<file path="src/design/fpa_pkg.sv">
// ----------------------------------------------------------------------------
// fpa_pkg
// Shared types and constants of the fixed partition allocator: command and
// status codes, register indexes, field widths and the packet that walks the
// cell row.
// ----------------------------------------------------------------------------
`default_nettype none

package fpa_pkg;

  // Field widths of the request and response transactions
  localparam int CMD_W     = 2;
  localparam int IDX_W     = 4;
  localparam int REQ_W     = 16;
  localparam int OWNER_W   = 8;
  localparam int STATUS_W  = 2;
  localparam int FRAG_W    = 24;
  localparam int CFG_IDX_W = 4;
  localparam int CFG_DAT_W = 5;

  localparam logic [FRAG_W-1:0] FRAG_MAX = {FRAG_W{1'b1}};

  // Configuration register indexes
  localparam logic [CFG_IDX_W-1:0] CFG_FIT_MODE   = 4'd0;
  localparam logic [CFG_IDX_W-1:0] CFG_PART_COUNT = 4'd1;

  localparam logic [CFG_DAT_W-1:0] PART_COUNT_RESET = 5'd16;

  typedef enum logic [CMD_W-1:0] {
    CMD_LOAD  = 2'd0,
    CMD_ALLOC = 2'd1,
    CMD_FREE  = 2'd2
  } cmd_e;

  typedef enum logic [STATUS_W-1:0] {
    STAT_OK          = 2'd0,
    STAT_NO_FIT      = 2'd1,
    STAT_ALREADY_FREE = 2'd2,
    STAT_BAD_INDEX   = 2'd3
  } status_e;

  // Command packet handed from cell to cell
  typedef struct packed {
    logic               valid;
    logic [CMD_W-1:0]   cmd;
    logic [IDX_W-1:0]   idx;
    logic [REQ_W-1:0]   req;
    logic [OWNER_W-1:0] owner;
    logic               last;
    logic               freed;
    logic [OWNER_W-1:0] prev_owner;
  } pkt_t;

endpackage

`default_nettype wire

</file>
<file path="src/design/fpa_if.sv">
// ----------------------------------------------------------------------------
// fpa_if
// Valid/ready channels of the allocator: request, response and register
// write.
// ----------------------------------------------------------------------------
`default_nettype none

interface fpa_req_if;
  logic                        valid;
  logic                        ready;
  logic [fpa_pkg::CMD_W-1:0]   cmd;
  logic [fpa_pkg::IDX_W-1:0]   part_index;
  logic [fpa_pkg::REQ_W-1:0]   request_size;
  logic [fpa_pkg::OWNER_W-1:0] owner_id;
  logic                        last_request;

  modport source (output valid, cmd, part_index, request_size, owner_id,
                  last_request, input ready);
  modport sink   (input valid, cmd, part_index, request_size, owner_id,
                  last_request, output ready);
endinterface

interface fpa_rsp_if;
  logic                         valid;
  logic                         ready;
  logic [fpa_pkg::STATUS_W-1:0] status;
  logic [fpa_pkg::IDX_W-1:0]    granted_partition;
  logic [fpa_pkg::REQ_W-1:0]    leftover;
  logic [fpa_pkg::FRAG_W-1:0]   frag_total;
  logic [fpa_pkg::OWNER_W-1:0]  prev_owner;

  modport source (output valid, status, granted_partition, leftover, frag_total,
                  prev_owner, input ready);
  modport sink   (input valid, status, granted_partition, leftover, frag_total,
                  prev_owner, output ready);
endinterface

interface fpa_cfg_if;
  logic                          valid;
  logic                          ready;
  logic [fpa_pkg::CFG_IDX_W-1:0] index;
  logic [fpa_pkg::CFG_DAT_W-1:0] data;

  modport source (output valid, index, data, input ready);
  modport sink   (input valid, index, data, output ready);
endinterface

`default_nettype wire

</file>
<file path="src/design/fpa_cell.sv">
// ----------------------------------------------------------------------------
// fpa_cell
// One partition slot: holds size, busy flag and owner, applies load and free
// commands addressed to it, claims the slot on a committed grant to it, and
// updates the running fit candidate as the command packet passes through.
// ----------------------------------------------------------------------------
`default_nettype none

module fpa_cell #(
  parameter int SIZE_BITS  = 16,
  parameter int IW         = 4,
  parameter int CNT_BITS   = 5,
  parameter int CELL_INDEX = 0
) (
  input  wire logic                        clk_i,
  input  wire logic                        rst_ni,
  input  wire logic                        fit_mode_i,
  input  wire logic [CNT_BITS-1:0]         live_count_i,
  input  wire fpa_pkg::pkt_t               pkt_i,
  input  wire logic                        pick_valid_i,
  input  wire logic [IW-1:0]               pick_idx_i,
  input  wire logic [SIZE_BITS-1:0]        pick_size_i,
  output fpa_pkg::pkt_t                    pkt_o,
  output logic                             pick_valid_o,
  output logic [IW-1:0]                    pick_idx_o,
  output logic [SIZE_BITS-1:0]             pick_size_o,
  input  wire logic                        commit_i,
  input  wire logic [IW-1:0]               commit_idx_i,
  input  wire logic [fpa_pkg::OWNER_W-1:0] commit_owner_i
);
  import fpa_pkg::*;

  localparam int CW = (SIZE_BITS > REQ_W) ? SIZE_BITS : REQ_W;
  localparam logic [IW-1:0] MY_IDX = IW'(CELL_INDEX);

  logic [SIZE_BITS-1:0] size_q, size_d;
  logic                 busy_q, busy_d;
  logic [OWNER_W-1:0]   owner_q, owner_d;

  pkt_t                 pkt_q, pkt_d;
  logic                 pick_valid_q, pick_valid_d;
  logic [IW-1:0]        pick_idx_q, pick_idx_d;
  logic [SIZE_BITS-1:0] pick_size_q, pick_size_d;

  logic live, hit, fits, take;

  assign live = CNT_BITS'(CELL_INDEX) < live_count_i;
  assign hit  = (int'(pkt_i.idx) == CELL_INDEX) && live;
  assign fits = live && !busy_q && (CW'(size_q) >= CW'(pkt_i.req));
  assign take = fits && (!pick_valid_i || (fit_mode_i && (size_q < pick_size_i)));

  // Apply commands to the slot and pass the packet on
  always_comb begin
    size_d       = size_q;
    busy_d       = busy_q;
    owner_d      = owner_q;
    pkt_d        = pkt_i;
    pick_valid_d = pick_valid_i;
    pick_idx_d   = pick_idx_i;
    pick_size_d  = pick_size_i;
    if (pkt_i.valid) begin
      case (pkt_i.cmd)
        CMD_LOAD: begin
          if (hit) begin
            size_d  = SIZE_BITS'(pkt_i.req);
            busy_d  = 1'b0;
            owner_d = '0;
          end
        end
        CMD_ALLOC: begin
          if (take) begin
            pick_valid_d = 1'b1;
            pick_idx_d   = MY_IDX;
            pick_size_d  = size_q;
          end
        end
        CMD_FREE: begin
          if (hit && busy_q) begin
            pkt_d.freed      = 1'b1;
            pkt_d.prev_owner = owner_q;
            busy_d           = 1'b0;
            owner_d          = '0;
          end
        end
        default: begin
        end
      endcase
    end
    // Claim the slot once the granted allocation is committed
    if (commit_i && (commit_idx_i == MY_IDX)) begin
      busy_d  = 1'b1;
      owner_d = commit_owner_i;
    end
  end

  always_ff @(posedge clk_i or negedge rst_ni) begin
    if (!rst_ni) begin
      size_q       <= '0;
      busy_q       <= 1'b0;
      owner_q      <= '0;
      pkt_q        <= '0;
      pick_valid_q <= 1'b0;
    end else begin
      size_q       <= size_d;
      busy_q       <= busy_d;
      owner_q      <= owner_d;
      pkt_q        <= pkt_d;
      pick_valid_q <= pick_valid_d;
    end
  end

  always_ff @(posedge clk_i) begin
    pick_idx_q  <= pick_idx_d;
    pick_size_q <= pick_size_d;
  end

  assign pkt_o        = pkt_q;
  assign pick_valid_o = pick_valid_q;
  assign pick_idx_o   = pick_idx_q;
  assign pick_size_o  = pick_size_q;

endmodule

`default_nettype wire

</file>
<file path="src/design/fixed_partition_allocator.sv">
// ----------------------------------------------------------------------------
// fixed_partition_allocator
// Fixed partition table with first-fit or best-fit allocation, built as a
// row of partition cells that a command packet walks through.
// ----------------------------------------------------------------------------
// Usage:
//   req_i  carries load, allocate and free commands; one response leaves on
//          rsp_o for each accepted request.
//   cfg_i  writes fit_mode (index 0) and partition_count (index 1); writes to
//          other indexes are ignored. Write only while no request is pending.
// Flow:
//   Every command is registered at the head and travels the whole cell row,
//   one cell per cycle; its result is then settled in hold registers and
//   committed to the output register. The row holds one command at a time;
//   the next request is accepted in the cycle after the commit.
// Stall:
//   The response sits in an output register. While it waits, the next request
//   is accepted and walks the row; it holds at commit until the output
//   register frees.
// Reset:
//   All partitions are free with size 0 and owner 0, the fragmentation sum is
//   0, fit_mode is first fit and partition_count is 16.
// ----------------------------------------------------------------------------
`default_nettype none

module fixed_partition_allocator #(
  parameter int PARTITIONS = 16,
  parameter int SIZE_BITS  = 16
) (
  input  wire logic clk_i,
  input  wire logic rst_ni,
  fpa_req_if.sink   req_i,
  fpa_rsp_if.source rsp_o,
  fpa_cfg_if.sink   cfg_i
);
  import fpa_pkg::*;

  localparam int IW       = (PARTITIONS > 1) ? $clog2(PARTITIONS) : 1;
  localparam int CNT_BITS = $clog2(PARTITIONS + 1);
  localparam int CW       = (SIZE_BITS > REQ_W) ? SIZE_BITS : REQ_W;
  localparam int SW       = ((CW > FRAG_W) ? CW : FRAG_W) + 1;

  typedef enum logic [2:0] {
    S_IDLE   = 3'b001,
    S_WALK   = 3'b010,
    S_COMMIT = 3'b100
  } state_e;

  state_e state_q, state_d;

  // Configuration registers
  logic                 fit_mode_q;
  logic [CFG_DAT_W-1:0] count_q;
  logic [CNT_BITS-1:0]  live_count;

  assign cfg_i.ready = 1'b1;

  always_ff @(posedge clk_i or negedge rst_ni) begin
    if (!rst_ni) begin
      fit_mode_q <= 1'b0;
      count_q    <= PART_COUNT_RESET;
    end else if (cfg_i.valid) begin
      if (cfg_i.index == CFG_FIT_MODE) begin
        fit_mode_q <= cfg_i.data[0];
      end else if (cfg_i.index == CFG_PART_COUNT) begin
        count_q <= cfg_i.data;
      end
    end
  end

  assign live_count = (int'(count_q) > PARTITIONS) ? CNT_BITS'(PARTITIONS)
                                                   : CNT_BITS'(count_q);

  // Cell row
  pkt_t                 chain    [PARTITIONS+1];
  logic                 pick_v   [PARTITIONS+1];
  logic [IW-1:0]        pick_idx [PARTITIONS+1];
  logic [SIZE_BITS-1:0] pick_sz  [PARTITIONS+1];
  logic [PARTITIONS:0]  chain_v;

  pkt_t head_q, head_d;
  logic accept, rsp_free, commit;

  assign req_i.ready = (state_q == S_IDLE);
  assign accept      = req_i.valid && req_i.ready;
  assign rsp_free    = !rsp_o.valid || rsp_o.ready;
  assign commit      = (state_q == S_COMMIT) && rsp_free;

  always_comb begin
    head_d            = '0;
    head_d.valid      = accept;
    head_d.cmd        = req_i.cmd;
    head_d.idx        = req_i.part_index;
    head_d.req        = req_i.request_size;
    head_d.owner      = req_i.owner_id;
    head_d.last       = req_i.last_request;
  end

  always_ff @(posedge clk_i or negedge rst_ni) begin
    if (!rst_ni) begin
      head_q <= '0;
    end else begin
      head_q <= head_d;
    end
  end

  assign chain[0]    = head_q;
  assign pick_v[0]   = 1'b0;
  assign pick_idx[0] = '0;
  assign pick_sz[0]  = '0;

  // Hold values of the settled result
  logic [STATUS_W-1:0] hold_status_q, hold_status_d;
  logic [IDX_W-1:0]    hold_granted_q, hold_granted_d;
  logic [REQ_W-1:0]    hold_left_q, hold_left_d;
  logic [FRAG_W-1:0]   hold_frag_q, hold_frag_d;
  logic [OWNER_W-1:0]  hold_prev_q, hold_prev_d;
  logic                hold_grant_q, hold_grant_d;
  logic                hold_clear_q, hold_clear_d;
  logic [IW-1:0]       hold_idx_q;
  logic [OWNER_W-1:0]  hold_owner_q;

  genvar k;
  generate
    for (k = 0; k < PARTITIONS; k++) begin : g_cell
      fpa_cell #(
        .SIZE_BITS  (SIZE_BITS),
        .IW         (IW),
        .CNT_BITS   (CNT_BITS),
        .CELL_INDEX (k)
      ) u_cell (
        .clk_i          (clk_i),
        .rst_ni         (rst_ni),
        .fit_mode_i     (fit_mode_q),
        .live_count_i   (live_count),
        .pkt_i          (chain[k]),
        .pick_valid_i   (pick_v[k]),
        .pick_idx_i     (pick_idx[k]),
        .pick_size_i    (pick_sz[k]),
        .pkt_o          (chain[k+1]),
        .pick_valid_o   (pick_v[k+1]),
        .pick_idx_o     (pick_idx[k+1]),
        .pick_size_o    (pick_sz[k+1]),
        .commit_i       (commit && hold_grant_q),
        .commit_idx_i   (hold_idx_q),
        .commit_owner_i (hold_owner_q)
      );
    end
    for (k = 0; k <= PARTITIONS; k++) begin : g_valid
      assign chain_v[k] = chain[k].valid;
    end
  endgenerate

  // Settle the result from the packet leaving the row
  pkt_t                tail;
  logic                bad_idx;
  logic [CW-1:0]       left_full;
  logic [SW-1:0]       frag_sum_w;
  logic [FRAG_W-1:0]   frag_q;

  assign tail       = chain[PARTITIONS];
  assign bad_idx    = !(int'(tail.idx) < int'(live_count));
  assign left_full  = CW'(pick_sz[PARTITIONS]) - CW'(tail.req);
  assign frag_sum_w = SW'(frag_q) + SW'(left_full);

  always_comb begin
    hold_status_d  = STAT_OK;
    hold_granted_d = '0;
    hold_left_d    = '0;
    hold_frag_d    = frag_q;
    hold_prev_d    = '0;
    hold_grant_d   = 1'b0;
    hold_clear_d   = 1'b0;
    case (tail.cmd)
      CMD_LOAD: begin
        if (bad_idx) begin
          hold_status_d = STAT_BAD_INDEX;
        end else begin
          hold_granted_d = tail.idx;
        end
      end
      CMD_ALLOC: begin
        hold_clear_d = tail.last;
        if (!pick_v[PARTITIONS]) begin
          hold_status_d = STAT_NO_FIT;
        end else begin
          hold_grant_d   = 1'b1;
          hold_granted_d = IDX_W'(pick_idx[PARTITIONS]);
          hold_left_d    = REQ_W'(left_full);
          hold_frag_d    = (frag_sum_w > SW'(FRAG_MAX)) ? FRAG_MAX
                                                        : FRAG_W'(frag_sum_w);
        end
      end
      CMD_FREE: begin
        if (bad_idx) begin
          hold_status_d = STAT_BAD_INDEX;
        end else if (!tail.freed) begin
          hold_status_d = STAT_ALREADY_FREE;
        end else begin
          hold_granted_d = tail.idx;
          hold_prev_d    = tail.prev_owner;
        end
      end
      default: begin
        hold_status_d = STAT_BAD_INDEX;
      end
    endcase
  end

  always_ff @(posedge clk_i) begin
    if (tail.valid) begin
      hold_status_q  <= hold_status_d;
      hold_granted_q <= hold_granted_d;
      hold_left_q    <= hold_left_d;
      hold_frag_q    <= hold_frag_d;
      hold_prev_q    <= hold_prev_d;
      hold_clear_q   <= hold_clear_d;
      hold_idx_q     <= pick_idx[PARTITIONS];
      hold_owner_q   <= tail.owner;
    end
  end

  always_ff @(posedge clk_i or negedge rst_ni) begin
    if (!rst_ni) begin
      hold_grant_q <= 1'b0;
    end else if (tail.valid) begin
      hold_grant_q <= hold_grant_d;
    end
  end

  // Sequence: idle, walk the row, commit
  always_comb begin
    state_d = state_q;
    case (state_q)
      S_IDLE:   if (accept) state_d = S_WALK;
      S_WALK:   if (tail.valid) state_d = S_COMMIT;
      S_COMMIT: if (rsp_free) state_d = S_IDLE;
      default:  state_d = S_IDLE;
    endcase
  end

  always_ff @(posedge clk_i or negedge rst_ni) begin
    if (!rst_ni) begin
      state_q <= S_IDLE;
      frag_q  <= '0;
    end else begin
      state_q <= state_d;
      if (commit) begin
        frag_q <= hold_clear_q ? '0 : hold_frag_q;
      end
    end
  end

  // Output register
  logic                rsp_valid_q;
  logic [STATUS_W-1:0] rsp_status_q;
  logic [IDX_W-1:0]    rsp_granted_q;
  logic [REQ_W-1:0]    rsp_left_q;
  logic [FRAG_W-1:0]   rsp_frag_q;
  logic [OWNER_W-1:0]  rsp_prev_q;

  always_ff @(posedge clk_i or negedge rst_ni) begin
    if (!rst_ni) begin
      rsp_valid_q <= 1'b0;
    end else if (commit) begin
      rsp_valid_q <= 1'b1;
    end else if (rsp_o.ready) begin
      rsp_valid_q <= 1'b0;
    end
  end

  always_ff @(posedge clk_i) begin
    if (commit) begin
      rsp_status_q  <= hold_status_q;
      rsp_granted_q <= hold_granted_q;
      rsp_left_q    <= hold_left_q;
      rsp_frag_q    <= hold_frag_q;
      rsp_prev_q    <= hold_prev_q;
    end
  end

  assign rsp_o.valid             = rsp_valid_q;
  assign rsp_o.status            = rsp_status_q;
  assign rsp_o.granted_partition = rsp_granted_q;
  assign rsp_o.leftover          = rsp_left_q;
  assign rsp_o.frag_total        = rsp_frag_q;
  assign rsp_o.prev_owner        = rsp_prev_q;

  // Checks
  a_one_packet: assert property (@(posedge clk_i) disable iff (!rst_ni)
    $countones(chain_v) <= 1)
    else $error("more than one packet in the cell row");

  a_tail_in_walk: assert property (@(posedge clk_i) disable iff (!rst_ni)
    tail.valid |-> (state_q == S_WALK))
    else $error("packet left the row outside the walk");

  a_accept_walk: assert property (@(posedge clk_i) disable iff (!rst_ni)
    accept |=> (state_q == S_WALK) && head_q.valid)
    else $error("accepted request did not enter the row");

  a_commit_loads_rsp: assert property (@(posedge clk_i) disable iff (!rst_ni)
    commit |=> rsp_o.valid && (state_q == S_IDLE))
    else $error("commit did not produce a response");

endmodule

`default_nettype wire

</file>
<file path="src/flat_wrapper.sv">
// flat-port wrapper written by rule: the top's interface ports become plain ports
module fixed_partition_allocator_flat import fpa_pkg::*;
#(
  parameter int PARTITIONS = 16,
  parameter int SIZE_BITS  = 16
)
  (clk_i, rst_ni, req_i_valid, req_i_cmd, req_i_part_index, req_i_request_size, req_i_owner_id, req_i_last_request, req_i_ready, rsp_o_valid, rsp_o_status, rsp_o_granted_partition, rsp_o_leftover, rsp_o_frag_total, rsp_o_prev_owner, rsp_o_ready, cfg_i_valid, cfg_i_index, cfg_i_data, cfg_i_ready);
  fpa_req_if req_i_i ();
  fpa_rsp_if rsp_o_i ();
  fpa_cfg_if cfg_i_i ();
  input  wire logic clk_i;
  input  wire logic rst_ni;
  input wire logic [$bits(req_i_i.valid)-1:0] req_i_valid;
  input wire logic [$bits(req_i_i.cmd)-1:0] req_i_cmd;
  input wire logic [$bits(req_i_i.part_index)-1:0] req_i_part_index;
  input wire logic [$bits(req_i_i.request_size)-1:0] req_i_request_size;
  input wire logic [$bits(req_i_i.owner_id)-1:0] req_i_owner_id;
  input wire logic [$bits(req_i_i.last_request)-1:0] req_i_last_request;
  output wire logic [$bits(req_i_i.ready)-1:0] req_i_ready;
  output wire logic [$bits(rsp_o_i.valid)-1:0] rsp_o_valid;
  output wire logic [$bits(rsp_o_i.status)-1:0] rsp_o_status;
  output wire logic [$bits(rsp_o_i.granted_partition)-1:0] rsp_o_granted_partition;
  output wire logic [$bits(rsp_o_i.leftover)-1:0] rsp_o_leftover;
  output wire logic [$bits(rsp_o_i.frag_total)-1:0] rsp_o_frag_total;
  output wire logic [$bits(rsp_o_i.prev_owner)-1:0] rsp_o_prev_owner;
  input wire logic [$bits(rsp_o_i.ready)-1:0] rsp_o_ready;
  input wire logic [$bits(cfg_i_i.valid)-1:0] cfg_i_valid;
  input wire logic [$bits(cfg_i_i.index)-1:0] cfg_i_index;
  input wire logic [$bits(cfg_i_i.data)-1:0] cfg_i_data;
  output wire logic [$bits(cfg_i_i.ready)-1:0] cfg_i_ready;
  assign req_i_i.valid = req_i_valid;
  assign req_i_i.cmd = req_i_cmd;
  assign req_i_i.part_index = req_i_part_index;
  assign req_i_i.request_size = req_i_request_size;
  assign req_i_i.owner_id = req_i_owner_id;
  assign req_i_i.last_request = req_i_last_request;
  assign req_i_ready = req_i_i.ready;
  assign rsp_o_valid = rsp_o_i.valid;
  assign rsp_o_status = rsp_o_i.status;
  assign rsp_o_granted_partition = rsp_o_i.granted_partition;
  assign rsp_o_leftover = rsp_o_i.leftover;
  assign rsp_o_frag_total = rsp_o_i.frag_total;
  assign rsp_o_prev_owner = rsp_o_i.prev_owner;
  assign rsp_o_i.ready = rsp_o_ready;
  assign cfg_i_i.valid = cfg_i_valid;
  assign cfg_i_i.index = cfg_i_index;
  assign cfg_i_i.data = cfg_i_data;
  assign cfg_i_ready = cfg_i_i.ready;
  fixed_partition_allocator #(.PARTITIONS(PARTITIONS), .SIZE_BITS(SIZE_BITS)) u_core (.clk_i(clk_i), .rst_ni(rst_ni), .req_i(req_i_i), .rsp_o(rsp_o_i), .cfg_i(cfg_i_i));
endmodule
</file>
<file path="config.mk">
export PLATFORM = sky130hd
export DESIGN_NAME = fixed_partition_allocator_flat
export DESIGN_NICKNAME = d
export VERILOG_FILES = /design/src/design/fpa_pkg.sv /design/src/design/fpa_if.sv /design/src/design/fpa_cell.sv /design/src/design/fixed_partition_allocator.sv /design/src/flat_wrapper.sv
export SDC_FILE = /design/constraint.sdc
export NUM_CORES = 2
export LEC_CHECK = 0
export BUFFER_PORTS_ARGS = -buffer_cell sky130_fd_sc_hd__buf_2
export CORE_UTILIZATION = 65
export CTS_CLUSTER_DIAMETER = 30
export DETAILED_ROUTE_END_ITERATION = 8
export MAX_ROUTING_LAYER = met4
export PLACE_DENSITY = 0.89
export SLEW_MARGIN = 40
export SYNTH_ARGS = -nofsm -noshare
export SYNTH_HDL_FRONTEND = slang
export SYNTH_SLANG_ARGS = --single-unit
</file>
<file path="constraint.sdc">
create_clock -name clk_i -period 10 [get_ports clk_i]
set_input_delay 0 -clock clk_i [delete_from_list [all_inputs] [get_ports clk_i]]
set_output_delay 0 -clock clk_i [all_outputs]
set_load 0.02 [all_outputs]
</file>
==> results.py <==
metrics = {
    "floorplan": {
        "die-height_um": 314,
        "io_pins": 102,
        "core_area_um2": 96600,
        "die_x_um": 314,
        "fp-row-count": 114,
        "dieArea_um2": 98600,
        "initial_core_util": 0.656,
    },
    "synth": {
        "yosysWarnings": 0,
        "seq_area_frac_synth": 0.604,
        "syn_inst": 4869,
        "ys_ff_latch": 1565,
        "synth_area_um2": 63300,
        "async_reset_ff_frac": 0.728,
        "synth_ff_type": "dfrtp_1",
        "syn_area_per_cell_um2": 13.0,
        "synth-edff-count": 121,
        "syn_nets": 5433,
        "synth_cell_types": 80,
    },
    "status": {
        "status": "completed",
    },
    "timing": {
        "report.final.hold_viol_count": 0,
        "finalCriticalPeriod_ns": 4.63,
        "max_freq_mhz": 216,
        "max_slew_margin": 0.189,
        "period_share": 0.463,
        "tns_ns": 0,
        "rsz0062_at_grt": "no",
        "setup_violations": 0,
        "finalMaxSlewViolations": 0,
        "worstMarginPinSlew_ns": 1.19,
        "fin_hold_ws_ns": 0.0911,
        "skew_ns": 0.0640,
    },
    "drt": {
        "routed_wl_mm": 179,
        "wl_per_cell_um": 26.7,
        "drc": 0,
        "drt_iter0_markers": 4367,
        "firstDrtPassIters": 8,
        "vias_per_cell": 6.42,
        "vias": 43000,
        "postRouteAntennaNets": 0,
    },
    "clock_network": {
        "htreeDepth": 4,
        "cts_tree": "built",
        "cts.clk_slew.worst_paths_ns": 0.07,
        "cts_inserted_buffers": 225,
        "cts.sinks": 1565,
        "clk_latency_ns": 0.85,
        "clock_path_buffers": 3,
        "cts-root-buf": "clkbuf_16",
    },
    "placed_design": {
        "dp_cells": 6173,
        "hpwl_mm": 90.8,
        "routabilityCongestion": 0.863,
        "port_buffers": 100,
    },
    "setup_path": {
        "r2r_end": "u_core.hold_frag_q[21]",
        "startpoint_type": "register",
        "endpoint_kind": "register",
        "cp-startpoint": "u_core.g_cell[15].u_cell.pkt_o[19]",
        "cp_max_fo": 17,
        "r2r_cells": 17,
        "arrival_ns": 5.19,
        "rrSetupSlack_ns": 5.37,
        "r2r-start": "u_core.g_cell[15].u_cell.pkt_o[19]",
        "cp.required_ns": 10.56,
        "crit_type": "register to register",
        "critPathCapture": "u_core.hold_frag_q[21]",
    },
    "pwr": {
        "p_switching_mw": 3.68,
        "clkPwrFrac": 0.543,
        "p_int_mw": 11.6,
        "ir_drop_mv": 0.247,
        "p_seq_frac": 0.433,
        "p_comb_frac": 0.024,
        "power_leakage_nw": 35.8,
        "power.density_nw_per_um2": 205,
        "swShare": 0.241,
    },
    "min_path": {
        "hp-start": "cfg_i_data[0]",
        "hold_path_class": "primary input to register",
    },
    "cells_and_area": {
        "instances_no_fill": 6700,
        "syn_to_final_growth_pct": 17.5,
        "utilization": 0.770,
        "drive_gt1_frac": 0.227,
        "final_nets": 5774,
    },
    "global_route": {
        "grt_pass1_wl_mm": 275,
        "grt_overflow_total": 0,
        "track_usage": 0.376,
        "grt_max_degree": 170,
        "grt_antenna_before_repair": 10,
        "grt_pass1_vias": 47000,
    },
    "flow_run": {
        "drv_cap": 0,
    },
}
stage by stage:
step	setup slack (ns)	instance area, µm²	power (mW)
floorplan	6.14	63300	6.81
global placement	5.68	65200	6.97
detailed placement	5.48	65400	7.01
CTS	5.37	74200	15.2
global route	5.05	74400	15.6
finish	5.37	74400	15.3
synthesized netlist by cell type, drive strengths merged (10+ instances only):
cell     instances  area share
a2111oi         24      0.0033
o211ai          25      0.0030
nor4            10     0.00099
o21ai          137       0.011
inv            532       0.032
a21oi          168       0.013
or3             15      0.0015
xnor2           16      0.0022
and3            17      0.0017
a21o            87       0.010
a31oi           32      0.0032
xor2            12      0.0017
o21bai          11      0.0014
mux2           595        0.11
buf             50      0.0043
nand3           42      0.0034
nand4           48      0.0047
nand2b          58      0.0057
edfxtp         121       0.057
ha             517        0.10
o21a            23      0.0027
nor2           175       0.011
dfxtp          305       0.096
nand2          198       0.012
nor3            31      0.0028
a211oi          32      0.0038
a22o           133       0.018
nand3b          31      0.0037
or2             45      0.0044
clkbuf          54      0.0032
and2            60      0.0060
nor2b           28      0.0028
dfrtp         1137        0.45
power groups by stage:
stage	Combinational [mW]	Clock (mW)	Sequential [mW]
after floorplan	0.149	0	6.66
after global placement	0.278	0	6.70
after detailed placement	0.298	0	6.71
after CTS	0.348	8.24	6.60
after global routing	0.404	8.58	6.62
final	0.367	8.30	6.62
sequential cells by signal, summed over array words and instances (netlist names), 3 cells and up:
register,flops
u_core.g_cell.u_cell.size_q,256
u_core.rsp_o.granted_partition,4
u_core.state_q,3
u_core.g_cell.u_cell.pick_idx_o,49
u_core.frag_q,24
u_core.hold_frag_q,24
u_core.hold_prev_q,8
u_core.hold_idx_q,4
u_core.chain,32
u_core.count_q,5
u_core.rsp_o.frag_total,24
u_core.g_cell.u_cell.busy_q,16
u_core.hold_granted_q,4
u_core.g_cell.u_cell.pick_size_o,256
u_core.g_cell.u_cell.pick_valid_o,16
u_core.hold_left_q,16
u_core.g_cell.u_cell.pkt_o,656
u_core.g_cell.u_cell.owner_q,128
u_core.rsp_o.leftover,16
u_core.rsp_o.prev_owner,8
u_core.hold_owner_q,8
repair_timing:
action | CTS | global route
resized for setup | 0 | 0
buffers inserted | 0 | 0
hold buffers | 80 | 0
endpoints found under the hold margin | 394 | 0
cells by family (layout without fill, tap and decap cells):
group | count (synthesis) | count (layout) | share of synthesized area
flops | 1565 | 1565 | 0.604
simple gates | 790 | 790 | 0.0649
compound gates | 733 | 733 | 0.0791
buf+inv | 636 | 1179 | 0.0390
mux | 597 | 597 | 0.106
fa+ha+maj | 519 | 519 | 0.103
xor+xnor | 28 | 28 | 0.00387
other cells | 1 | 13 | 0.0000592
cells in the final DEF, fill, tap and decap left out, drive strengths merged, types with 121 or more instances in the layout:
cell type and instances:
inv 574, mux2 595, nand2 198, a22o 133, clkbuf 279, dfxtp 305
a21oi 168, buf 139, ha 517, nor2 175, edfxtp 121, o21ai 137
dfrtp 1137
worst min-delay path by stage:
stage | to | slack, ns | cells past startpoint
final | u_core.count_q[0] | 0.09 | 3
after global placement | u_core.g_cell[11].u_cell.size_q[2] | 0.08 | 1
after global routing | u_core.count_q[0] | 0.09 | 3
after CTS | u_core.count_q[0] | 0.04 | 3
after floorplan | u_core.chain[665] | -0.30 | 0
after detailed placement | u_core.g_cell[11].u_cell.size_q[5] | 0.09 | 1
critical path: stages, from the launching register on:
cell	delay (ns)
dfrtp_1	0.33
inv_1	0.07
ha_1	0.29
nor2b_1	0.18
o21a_1	0.15
o21ai_0	0.15
a221oi_1	0.48
nor2_1	0.12
o21ai_0	0.36
xor2_1	0.13
ha_1	0.39
a21oi_1	0.17
and2_1	0.15
and3_1	0.15
a21bo_2	0.17
nand2b_1	0.62
nand2_1	0.16
mux2_2	0.30
metal layers:
| metal | wire, µm | vias up | track usage |
|---|---|---|---|
| li1 | - | 17700 | - |
| met1 | 60500 | 21300 | 0.395 |
| met2 | 89000 | 2806 | 0.615 |
| met3 | 13600 | 1192 | 0.0932 |
| met4 | 15600 | 0 | 0.278 |
| met5 | 0 | - | - |
layout make-up:
| cell class | instances | area (µm²) |
|---|---|---|
| Multi-Input combinational cell | 2668 | 22700 |
| Sequential cell | 1565 | 38200 |
| Tap cell | 1276 | 1600 |
| Timing Repair Buffer | 218 | 1820 |
| Clock inverter | 150 | 1820 |
| Antenna cell | 12 | 30.0 |
| Clock buffer | 279 | 6170 |
| Inverter | 532 | 2000 |
| Fill cell | 4581 | 22200 |
Note: power is estimated with default switching activity, not from simulation.
